<file path="config.mk">
export PLATFORM = sky130hd
export DESIGN_NAME = histogram_split_threshold
export DESIGN_NICKNAME = d
export VERILOG_FILES = /design/src/hdl/hst_pkg.sv /design/src/hdl/hst_hist.sv /design/src/hdl/hst_mul.sv /design/src/hdl/histogram_split_threshold.sv
export SDC_FILE = /design/constraint.sdc
export NUM_CORES = 2
export LEC_CHECK = 0
export BUFFER_PORTS_ARGS = -buffer_cell sky130_fd_sc_hd__buf_2
export CAP_MARGIN = 5
export CORE_ASPECT_RATIO = 0.7
export CORE_UTILIZATION = 50
export DETAILED_ROUTE_END_ITERATION = 7
export GPL_ROUTABILITY_DRIVEN = 0
export MAX_ROUTING_LAYER = met4
export PLACE_DENSITY = 0.76
export SLEW_MARGIN = 5
export SYNTH_ARGS = -nofsm -noshare
export SYNTH_HDL_FRONTEND = slang
export SYNTH_HIERARCHICAL = 1
export SYNTH_SLANG_ARGS = --single-unit
</file>
<file path="constraint.sdc">
create_clock -name clk -period 29.8 [get_ports clk]
set_clock_uncertainty 0.05 [all_clocks]
set_input_delay 8.94 -clock clk [delete_from_list [all_inputs] [get_ports clk]]
set_output_delay 8.94 -clock clk [all_outputs]
set_load 0.01 [all_outputs]
</file>
<file path="src/hdl/hst_pkg.sv">
// hst_pkg: shared constants, derived widths and the histogram request type
// for the histogram split-threshold block. No dependencies.
`timescale 1ns / 1ps

package hst_pkg;

    // Block limits
    localparam int MAX_COVERAGE = 255;
    localparam int MAX_CELLS    = 4096;

    // Port field widths
    localparam int COV_W = 8;
    localparam int THR_W = 9;

    // Histogram geometry
    localparam int HIST_DEPTH = MAX_COVERAGE + 1;
    localparam int HIST_AW    = $clog2(HIST_DEPTH);
    localparam int CNT_W      = $clog2(MAX_CELLS + 1);

    // Search datapath widths
    localparam int SUM_W  = $clog2(MAX_CELLS * MAX_COVERAGE + 1);
    localparam int AB_W   = SUM_W + CNT_W;
    localparam int DEN_W  = 2 * CNT_W;
    localparam int DSQ_W  = 2 * AB_W;
    localparam int PROD_W = DSQ_W + DEN_W;
    localparam int MB_W   = (AB_W > DEN_W) ? AB_W : DEN_W;

    // Threshold code for "no split beats one class"
    localparam logic signed [THR_W-1:0] THR_NONE = -9'sd1;

    // Histogram port request
    typedef struct packed {
        logic               load;   // count one cell at level
        logic               read;   // fetch the count at level
        logic               clear;  // drop every stored count
        logic [HIST_AW-1:0] level;
    } hst_hist_req_t;

endpackage

</file>
<file path="src/hdl/hst_hist.sv">
// hst_hist: level histogram memory with a one-beat-per-cycle increment
// pipeline, a read port for the split search and valid bits for clearing.
// Depends on hst_pkg.
`timescale 1ns / 1ps

module hst_hist
    import hst_pkg::*;
(
    input  logic                clk,
    input  logic                rst_n,
    input  hst_hist_req_t       req,
    output logic [CNT_W-1:0]    count
);

    logic [CNT_W-1:0]      mem [HIST_DEPTH];
    logic [HIST_DEPTH-1:0] vld_reg;
    logic [CNT_W-1:0]      rd_data_reg;
    logic [CNT_W-1:0]      fwd_reg;
    logic                  rd_vld_reg;
    logic                  hit_reg;
    logic                  upd_reg;
    logic [HIST_AW-1:0]    upd_addr_reg;
    logic [CNT_W-1:0]      upd_value;

    // Entry not yet written this frame reads as zero; back-to-back hits forward
    assign count     = hit_reg ? fwd_reg : (rd_vld_reg ? rd_data_reg : '0);
    assign upd_value = count + CNT_W'(1);

    // Storage: write of the incremented count, registered read
    always_ff @(posedge clk)
    begin
        if (upd_reg)
        begin
            mem[upd_addr_reg] <= upd_value;
        end
        if (req.load || req.read)
        begin
            rd_data_reg <= mem[req.level];
        end
    end

    // Payload of the increment stage
    always_ff @(posedge clk)
    begin
        if (req.load)
        begin
            upd_addr_reg <= req.level;
            fwd_reg      <= upd_value;
        end
    end

    // Control: valid bits, pending update, forward flag
    always_ff @(posedge clk or negedge rst_n)
    begin
        if (!rst_n)
        begin
            vld_reg    <= '0;
            upd_reg    <= 1'b0;
            hit_reg    <= 1'b0;
            rd_vld_reg <= 1'b0;
        end
        else
        begin
            upd_reg <= req.load;
            if (req.clear)
            begin
                vld_reg <= '0;
            end
            else if (upd_reg)
            begin
                vld_reg[upd_addr_reg] <= 1'b1;
            end
            if (req.load || req.read)
            begin
                rd_vld_reg <= vld_reg[req.level];
                // same level as the update landing this edge: memory read is stale
                hit_reg    <= req.load && upd_reg && (req.level == upd_addr_reg);
            end
        end
    end

endmodule

</file>
<file path="src/hdl/hst_mul.sv">
// hst_mul: shared shift-and-add multiplier, one multiplier bit per cycle,
// finishing as soon as the remaining multiplier bits are zero.
// Depends on hst_pkg.
`timescale 1ns / 1ps

module hst_mul
    import hst_pkg::*;
(
    input  logic                clk,
    input  logic                rst_n,
    input  logic                start,
    input  logic [PROD_W-1:0]   mcand,
    input  logic [MB_W-1:0]     mplier,
    output logic                done,
    output logic [PROD_W-1:0]   product
);

    logic              busy_reg;
    logic [PROD_W-1:0] mc_reg;
    logic [MB_W-1:0]   mp_reg;
    logic [PROD_W-1:0] acc_reg;

    assign done    = busy_reg && (mp_reg == '0);
    assign product = acc_reg;

    // Busy flag
    always_ff @(posedge clk or negedge rst_n)
    begin
        if (!rst_n)
        begin
            busy_reg <= 1'b0;
        end
        else if (start)
        begin
            busy_reg <= 1'b1;
        end
        else if (done)
        begin
            busy_reg <= 1'b0;
        end
    end

    // Datapath: one conditional add and shift per cycle
    always_ff @(posedge clk)
    begin
        if (start)
        begin
            mc_reg  <= mcand;
            mp_reg  <= mplier;
            acc_reg <= '0;
        end
        else if (busy_reg && !done)
        begin
            if (mp_reg[0])
            begin
                acc_reg <= acc_reg + mc_reg;
            end
            mc_reg <= mc_reg << 1;
            mp_reg <= mp_reg >> 1;
        end
    end

endmodule

</file>
<file path="src/hdl/histogram_split_threshold.sv">
// Sequence: after the last-cell beat, a drain state, then per level a histogram read; an empty level
// is skipped, an occupied one runs up to seven shift-and-add multiplies on the shared multiplier,
// one bit per cycle; the threshold beat is valid in the cycle after the search.
// Throughput: one cell beat per cycle while loading; one frame at a time, a new frame is taken
// once the threshold beat is delivered.
// Reset (rst_n, async, active low) returns to loading with an empty histogram at once.
`timescale 1ns / 1ps

module histogram_split_threshold
    import hst_pkg::*;
(
    input  logic                    clk,
    input  logic                    rst_n,
    input  logic                    in_valid,
    output logic                    in_ready,
    input  logic [COV_W-1:0]        coverage_value,
    input  logic                    last_cell,
    output logic                    out_valid,
    input  logic                    out_ready,
    output logic signed [THR_W-1:0] threshold
);

    // Sequencer states
    localparam logic [3:0] ST_LOAD  = 4'd0;
    localparam logic [3:0] ST_DRAIN = 4'd1;
    localparam logic [3:0] ST_READ  = 4'd2;
    localparam logic [3:0] ST_HIST  = 4'd3;
    localparam logic [3:0] ST_HMUL  = 4'd4;
    localparam logic [3:0] ST_A     = 4'd5;
    localparam logic [3:0] ST_B     = 4'd6;
    localparam logic [3:0] ST_DSQ   = 4'd7;
    localparam logic [3:0] ST_DEN   = 4'd8;
    localparam logic [3:0] ST_LEFT  = 4'd9;
    localparam logic [3:0] ST_RIGHT = 4'd10;
    localparam logic [3:0] ST_NEXT  = 4'd11;
    localparam logic [3:0] ST_OUT   = 4'd12;

    logic [3:0]               state_reg, state_next;
    logic [CNT_W-1:0]         cell_cnt_reg, cell_cnt_next;
    logic [SUM_W-1:0]         s_total_reg, s_total_next;
    logic [HIST_AW-1:0]       t_reg, t_next;
    logic [CNT_W-1:0]         n_low_reg, n_low_next;
    logic [SUM_W-1:0]         s_low_reg, s_low_next;
    logic [AB_W-1:0]          a_reg, a_next;
    logic [DSQ_W-1:0]         dsq_reg, dsq_next;
    logic [DEN_W-1:0]         den_reg, den_next;
    logic [PROD_W-1:0]        left_reg, left_next;
    logic [DSQ_W-1:0]         best_dsq_reg, best_dsq_next;
    logic [DEN_W-1:0]         best_den_reg, best_den_next;
    logic signed [THR_W-1:0]  best_t_reg, best_t_next;

    logic [HIST_AW-1:0]       level_sat;
    logic [CNT_W-1:0]         n_high;
    logic [SUM_W-1:0]         s_high;
    logic [SUM_W-1:0]         s_low_sum;
    logic [AB_W-1:0]          b_val;
    logic [AB_W-1:0]          d_val;

    hst_hist_req_t            hist_req;
    logic [CNT_W-1:0]         hist_count;
    logic                     mul_start;
    logic [PROD_W-1:0]        mul_mcand;
    logic [MB_W-1:0]          mul_mplier;
    logic                     mul_done;
    logic [PROD_W-1:0]        mul_product;

    hst_hist u_hist (
        .clk   (clk),
        .rst_n (rst_n),
        .req   (hist_req),
        .count (hist_count)
    );

    hst_mul u_mul (
        .clk     (clk),
        .rst_n   (rst_n),
        .start   (mul_start),
        .mcand   (mul_mcand),
        .mplier  (mul_mplier),
        .done    (mul_done),
        .product (mul_product)
    );

    assign in_ready  = (state_reg == ST_LOAD);
    assign out_valid = (state_reg == ST_OUT);
    assign threshold = best_t_reg;

    // Saturate the level and form class totals
    assign level_sat = (coverage_value > COV_W'(MAX_COVERAGE)) ? HIST_AW'(MAX_COVERAGE)
                                                               : HIST_AW'(coverage_value);
    assign n_high    = cell_cnt_reg - n_low_reg;
    assign s_high    = s_total_reg - s_low_reg;
    assign s_low_sum = s_low_reg + SUM_W'(mul_product);
    assign b_val     = AB_W'(mul_product);
    assign d_val     = (a_reg > b_val) ? (a_reg - b_val) : (b_val - a_reg);

    // Sequencer and operand selection for the shared multiplier
    always_comb
    begin
        state_next    = state_reg;
        cell_cnt_next = cell_cnt_reg;
        s_total_next  = s_total_reg;
        t_next        = t_reg;
        n_low_next    = n_low_reg;
        s_low_next    = s_low_reg;
        a_next        = a_reg;
        dsq_next      = dsq_reg;
        den_next      = den_reg;
        left_next     = left_reg;
        best_dsq_next = best_dsq_reg;
        best_den_next = best_den_reg;
        best_t_next   = best_t_reg;
        hist_req      = '0;
        mul_start     = 1'b0;
        mul_mcand     = '0;
        mul_mplier    = '0;

        case (state_reg)
            ST_LOAD:
            begin
                if (in_valid)
                begin
                    // cells past the frame cap are dropped, last mark still counts
                    if (cell_cnt_reg < CNT_W'(MAX_CELLS))
                    begin
                        hist_req.load  = 1'b1;
                        hist_req.level = level_sat;
                        cell_cnt_next  = cell_cnt_reg + CNT_W'(1);
                        s_total_next   = s_total_reg + SUM_W'(level_sat);
                    end
                    if (last_cell)
                    begin
                        state_next = ST_DRAIN;
                    end
                end
            end

            ST_DRAIN:
            begin
                // last increment lands this cycle; start from one-class error
                t_next        = '0;
                n_low_next    = '0;
                s_low_next    = '0;
                best_dsq_next = '0;
                best_den_next = DEN_W'(1);
                best_t_next   = THR_NONE;
                state_next    = ST_READ;
            end

            ST_READ:
            begin
                hist_req.read  = 1'b1;
                hist_req.level = t_reg;
                state_next     = ST_HIST;
            end

            ST_HIST:
            begin
                // empty level repeats the previous split, which cannot win
                if (hist_count == '0)
                begin
                    state_next = ST_NEXT;
                end
                else
                begin
                    n_low_next = n_low_reg + hist_count;
                    mul_start  = 1'b1;
                    mul_mcand  = PROD_W'(hist_count);
                    mul_mplier = MB_W'(t_reg);
                    state_next = ST_HMUL;
                end
            end

            ST_HMUL:
            begin
                if (mul_done)
                begin
                    s_low_next = s_low_sum;
                    if (n_low_reg == '0 || n_high == '0)
                    begin
                        state_next = ST_NEXT;
                    end
                    else
                    begin
                        mul_start  = 1'b1;
                        mul_mcand  = PROD_W'(s_low_sum);
                        mul_mplier = MB_W'(n_high);
                        state_next = ST_A;
                    end
                end
            end

            ST_A:
            begin
                if (mul_done)
                begin
                    a_next     = AB_W'(mul_product);
                    mul_start  = 1'b1;
                    mul_mcand  = PROD_W'(s_high);
                    mul_mplier = MB_W'(n_low_reg);
                    state_next = ST_B;
                end
            end

            ST_B:
            begin
                // |D| squared
                if (mul_done)
                begin
                    mul_start  = 1'b1;
                    mul_mcand  = PROD_W'(d_val);
                    mul_mplier = MB_W'(d_val);
                    state_next = ST_DSQ;
                end
            end

            ST_DSQ:
            begin
                if (mul_done)
                begin
                    dsq_next   = DSQ_W'(mul_product);
                    mul_start  = 1'b1;
                    mul_mcand  = PROD_W'(n_low_reg);
                    mul_mplier = MB_W'(n_high);
                    state_next = ST_DEN;
                end
            end

            ST_DEN:
            begin
                if (mul_done)
                begin
                    den_next   = DEN_W'(mul_product);
                    mul_start  = 1'b1;
                    mul_mcand  = PROD_W'(dsq_reg);
                    mul_mplier = MB_W'(best_den_reg);
                    state_next = ST_LEFT;
                end
            end

            ST_LEFT:
            begin
                if (mul_done)
                begin
                    left_next  = mul_product;
                    mul_start  = 1'b1;
                    mul_mcand  = PROD_W'(best_dsq_reg);
                    mul_mplier = MB_W'(den_reg);
                    state_next = ST_RIGHT;
                end
            end

            ST_RIGHT:
            begin
                // strictly better only, so the lowest split wins ties
                if (mul_done)
                begin
                    if (left_reg > mul_product)
                    begin
                        best_dsq_next = dsq_reg;
                        best_den_next = den_reg;
                        best_t_next   = THR_W'(t_reg);
                    end
                    state_next = ST_NEXT;
                end
            end

            ST_NEXT:
            begin
                if (t_reg == HIST_AW'(MAX_COVERAGE))
                begin
                    hist_req.clear = 1'b1;
                    cell_cnt_next  = '0;
                    s_total_next   = '0;
                    n_low_next     = '0;
                    state_next     = ST_OUT;
                end
                else
                begin
                    t_next     = t_reg + HIST_AW'(1);
                    state_next = ST_READ;
                end
            end

            ST_OUT:
            begin
                if (out_ready)
                begin
                    state_next = ST_LOAD;
                end
            end

            default:
            begin
                state_next = ST_LOAD;
            end
        endcase
    end

    // Control registers
    always_ff @(posedge clk or negedge rst_n)
    begin
        if (!rst_n)
        begin
            state_reg    <= ST_LOAD;
            cell_cnt_reg <= '0;
            s_total_reg  <= '0;
            n_low_reg    <= '0;
        end
        else
        begin
            state_reg    <= state_next;
            cell_cnt_reg <= cell_cnt_next;
            s_total_reg  <= s_total_next;
            n_low_reg    <= n_low_next;
        end
    end

    // Search datapath registers
    always_ff @(posedge clk)
    begin
        t_reg        <= t_next;
        s_low_reg    <= s_low_next;
        a_reg        <= a_next;
        dsq_reg      <= dsq_next;
        den_reg      <= den_next;
        left_reg     <= left_next;
        best_dsq_reg <= best_dsq_next;
        best_den_reg <= best_den_next;
        best_t_reg   <= best_t_next;
    end

`ifndef SYNTHESIS
    // No new cell is taken while a threshold waits
    assert property (@(posedge clk) disable iff (!rst_n)
        out_valid |-> !in_ready)
        else $error("cell beat accepted while threshold pending");

    // Frame cap on counted cells
    assert property (@(posedge clk) disable iff (!rst_n)
        cell_cnt_reg <= CNT_W'(MAX_CELLS))
        else $error("cell count above frame cap");

    // Low class never holds more cells than the frame
    assert property (@(posedge clk) disable iff (!rst_n)
        n_low_reg <= cell_cnt_reg)
        else $error("low class count exceeds frame count");

    // Delivered threshold leaves an empty frame ready for loading
    assert property (@(posedge clk) disable iff (!rst_n)
        out_valid && out_ready |=> in_ready && (cell_cnt_reg == '0) && (s_total_reg == '0))
        else $error("frame state not cleared after threshold beat");
`endif

endmodule
</file>
==> summary.md <==
| Metric | Value |
|---|---|
| Outcome | `finished, violations left` |
| Failing checks | `design-rule violations, max-slew violations` |
| CTS tree | `done` |
| Largest register FFs | `between 3000 and 4000` |
| Max VDD drop | `0.0000549 V` |
| Seq pwr share | `0.563` |
| IO Pins | `24` |
| Share of layout cells above drive strength 1 | `0.223` |
| Clk pwr share | `0.436` |
| Most frequent cells in the layout | `edfxtp_1, mux4_2, nor2_1` |
| Slowest cell on crit path | `buf_4` |
| Post-DRT Antenna Nets | `0` |
| CP delay by family, top | `buffers and inverters` |
| RSZ-0062 raised after global routing | `false` |
| R2R depth | `17` |
| Initial DRC count | `approximately 16000` |
| Combinational share of power | `0.001` |
| Core area | `roughly 360000 sq um` |
| Clock Sink Count | `4235` |
| WL met1 | `around 180000 um` |
| Flops & latches, synth | `between 4000 and 5000` |
| CP cell instances | `buf_2, nand3b_1, buf_4, clkinv_1, buf_4, a22o_4, buf_4, buf_4, buf_12, buf_4, mux4_2, mux4_2, a22oi_1, nand2_1, a22oi_1, nand3_1` |
| WS Path Type | `in -> reg` |
| Area share of the largest cell type after synthesis | `0.643` |
| Pwr dens | `57.3 nW/um^2` |
| Via Count | `102320` |
| Post-Syn Area | `~180000 sq um` |
| PostCTS Resize Cnt | `0` |
| Internal cell power | `approximately 9 mW` |
| Seq/Total Area, Yosys | `0.697` |
| CTS HTree Levels | `5` |
| Ys async rst share | `0.0732` |
| Setup TNS | `0 ns` |
| Worst-path clk slew | `approximately 0.070 ns` |
| Fin util | `0.556` |
| Final nets | `10673` |
| WHS | `between 0.4 and 0.5 ns` |
| DR top layer | `met4` |
| P_leak | `a little under 60 nW` |
| Crit path top cell by count | `buf_4` |
| Total grt overflow | `0` |
| DR vias/cell | `6.65` |
| Initial Utilization | `0.503` |
| Drt wl/cell | `slightly above 30 um` |
| Area Growth Syn to Fin | `10.5%` |
| Worst hold path endpoint | `left_reg[89]` |
| Hold Crit Start | `u_mul/product[89]` |
| Cell taking the most area after synthesis | `edfxtp_1` |
| CP startpoint kind | `input port` |
| Final setup fails | `0` |
| Die width | `717 um` |
| Num CTS Buffers | `~370` |
| Routed wl met3 | `69500 um` |
| CP max stage delay | `a little over 0.8 ns` |
| Fmax | `~63 MHz` |
| Global-route wire length before repair | `693000 um` |
| Final Hold Fails | `0` |
| Slew Viols, Final | `25` |
| Hold Path Stages | `0` |
| Worst Path Arrival | `16.40 ns` |
| Crit. End Element | `flop` |
| Final min period | `between 15 and 20 ns` |
| DRC viols | `2` |
| Psw | `2.20 mW` |
| Worst hold path class | `reg -> reg` |
| Worst reg2reg startpoint | `state_reg[1]` |
| Top cells by area, synth | `edfxtp_1, mux4_2, dfrtp_1` |
| Number of global-route vias before repair | `100796` |
| Std-Cell Rows | `between 150 and 200` |
| Tot GR Track Use | `0.270` |
| CP bufs+invs | `8` |
| Post-Syn Instances | `10210` |
| Post-synth top flop | `edfxtp_1` |
| Post-DP HPWL | `approximately 280000 um` |
| Met2 WL post-DR | `213000 um` |
| Setup Fix Bufs, Post-CTS | `0` |
| Hold buffer count at CTS | `0` |
| Flop2flop setup slack | `20.83 ns` |
| Worst rel slew slack | `-0.00772` |
| Max-cap violations | `0` |
| Crit path required time | `a little over 30 ns` |
| Die Footprint | `360000 sq um` |
| Worst-path maximum fanout | `just over 90` |
| Worst Tran Pin Value | `between 1.5 and 2 ns` |
| Final wirelength | `roughly 480000 um` |
| Clock latency on the worst-skew pair | `slightly below 1 ns` |
| Worst r2r dst | `u_hist/rd_data_reg[12]` |
| First drt pass iteration count | `8` |
| Post-synth EDFFs | `3833` |
| Yosys warnings | `6` |
| Clock buffer depth | `4` |
| Antenna violations before repair | `28` |
| Port Buf Inserts | `23` |
| Synth unique cells | `roughly 110` |
| # fillers | `between 20000 and 30000` |
| Sw Share | `0.195` |
| Root Driver | `clkbuf_16` |
| Most common library cell in the layout ignoring fill and taps | `edfxtp_1` |
| Avg Cell Area, Syn | `17.5 sq um` |
| Largest net degree at the start of global routing | `approximately 260` |
| Final period utilization | `0.529` |
| DIE HEIGHT | `503 um` |
==> layer usage <==
layer / global-route usage / vias to the layer above
met5: - / -
met4: 0.0864 / 0
met1: 0.371 / 52494
met2: 0.390 / 7696
met3: 0.0809 / 1102
li1: - / 41028
==> worst max path at each step <==
stage          startpoint                      to  slack, ns  depth (start not counted)
2_1_floorplan    in_valid  u_hist/rd_data_reg[10]      16.84                         13
3_3_place_gp     in_valid   u_hist/rd_data_reg[2]      13.10                         16
3_5_place_dp     in_valid  u_hist/rd_data_reg[12]      13.18                         16
4_1_cts          in_valid   u_hist/rd_data_reg[6]      14.14                         16
5_1_grt          in_valid  u_hist/rd_data_reg[12]      13.62                         16
6_report         in_valid  u_hist/rd_data_reg[12]      14.05                         16
==> cell type report <==
cell class                      count  area, sq um  share of cell area
Antenna cell                       25         62.6            0.000316
Sequential cell                  4235       125000               0.630
Timing Repair Buffer              280         2230              0.0113
Inverter                          254          970             0.00490
Clock buffer                      479        10100              0.0510
Clock inverter                    206         2200              0.0111
Tap cell                         4717         5900              0.0298
Multi-Input combinational cell   5188        51700               0.261
==> per-stage QoR <==
stage,area (sq um),instances,power [mW],setup slack (ns)
global placement,185000,14672,6.52,13.10
detailed placement,185000,14673,6.52,13.18
floorplan,179000,10235,6.51,16.84
finish,198000,15384,11.3,14.05
global route,198000,15379,11.6,13.62
CTS,198000,15358,11.4,14.14
==> kinds of logic after synthesis <==
| family | Yosys count | share of synthesized area |
|---|---|---|
| flip-flops | 4235 | 0.697 |
| AND/OR/NAND/NOR | 2026 | 0.0506 |
| AO/OA/AOI/OAI | 1340 | 0.0517 |
| multiplexers | 1272 | 0.149 |
| buffers and inverters | 812 | 0.0192 |
| adder cells (fa/ha/maj) | 329 | 0.0233 |
| XOR/XNOR | 195 | 0.00954 |
| other | 1 | 0.0000210 |
==> cells in the mapped netlist, types with 125 or more instances <==
master,count
edfxtp_1,3833
mux4_2,1095
nor2_1,931
nand2_1,463
clkbuf_1,353
a21oi_1,341
ha_1,321
dfrtp_1,310
inv_1,250
o21ai_0,188
mux2_2,139
a21o_1,130
nand3_1,128
and3_1,125
==> power groups by stage <==
stage,Combinational [mW],Clock [mW],Sequential (mW)
finish,0.0140,4.94,6.38
global route,0.0160,5.18,6.37
CTS,0.0143,4.97,6.38
detailed placement,0.0142,0,6.51
global placement,0.0134,0,6.51
floorplan,0.00197,0,6.51
Power figures use the tool's default switching activity.
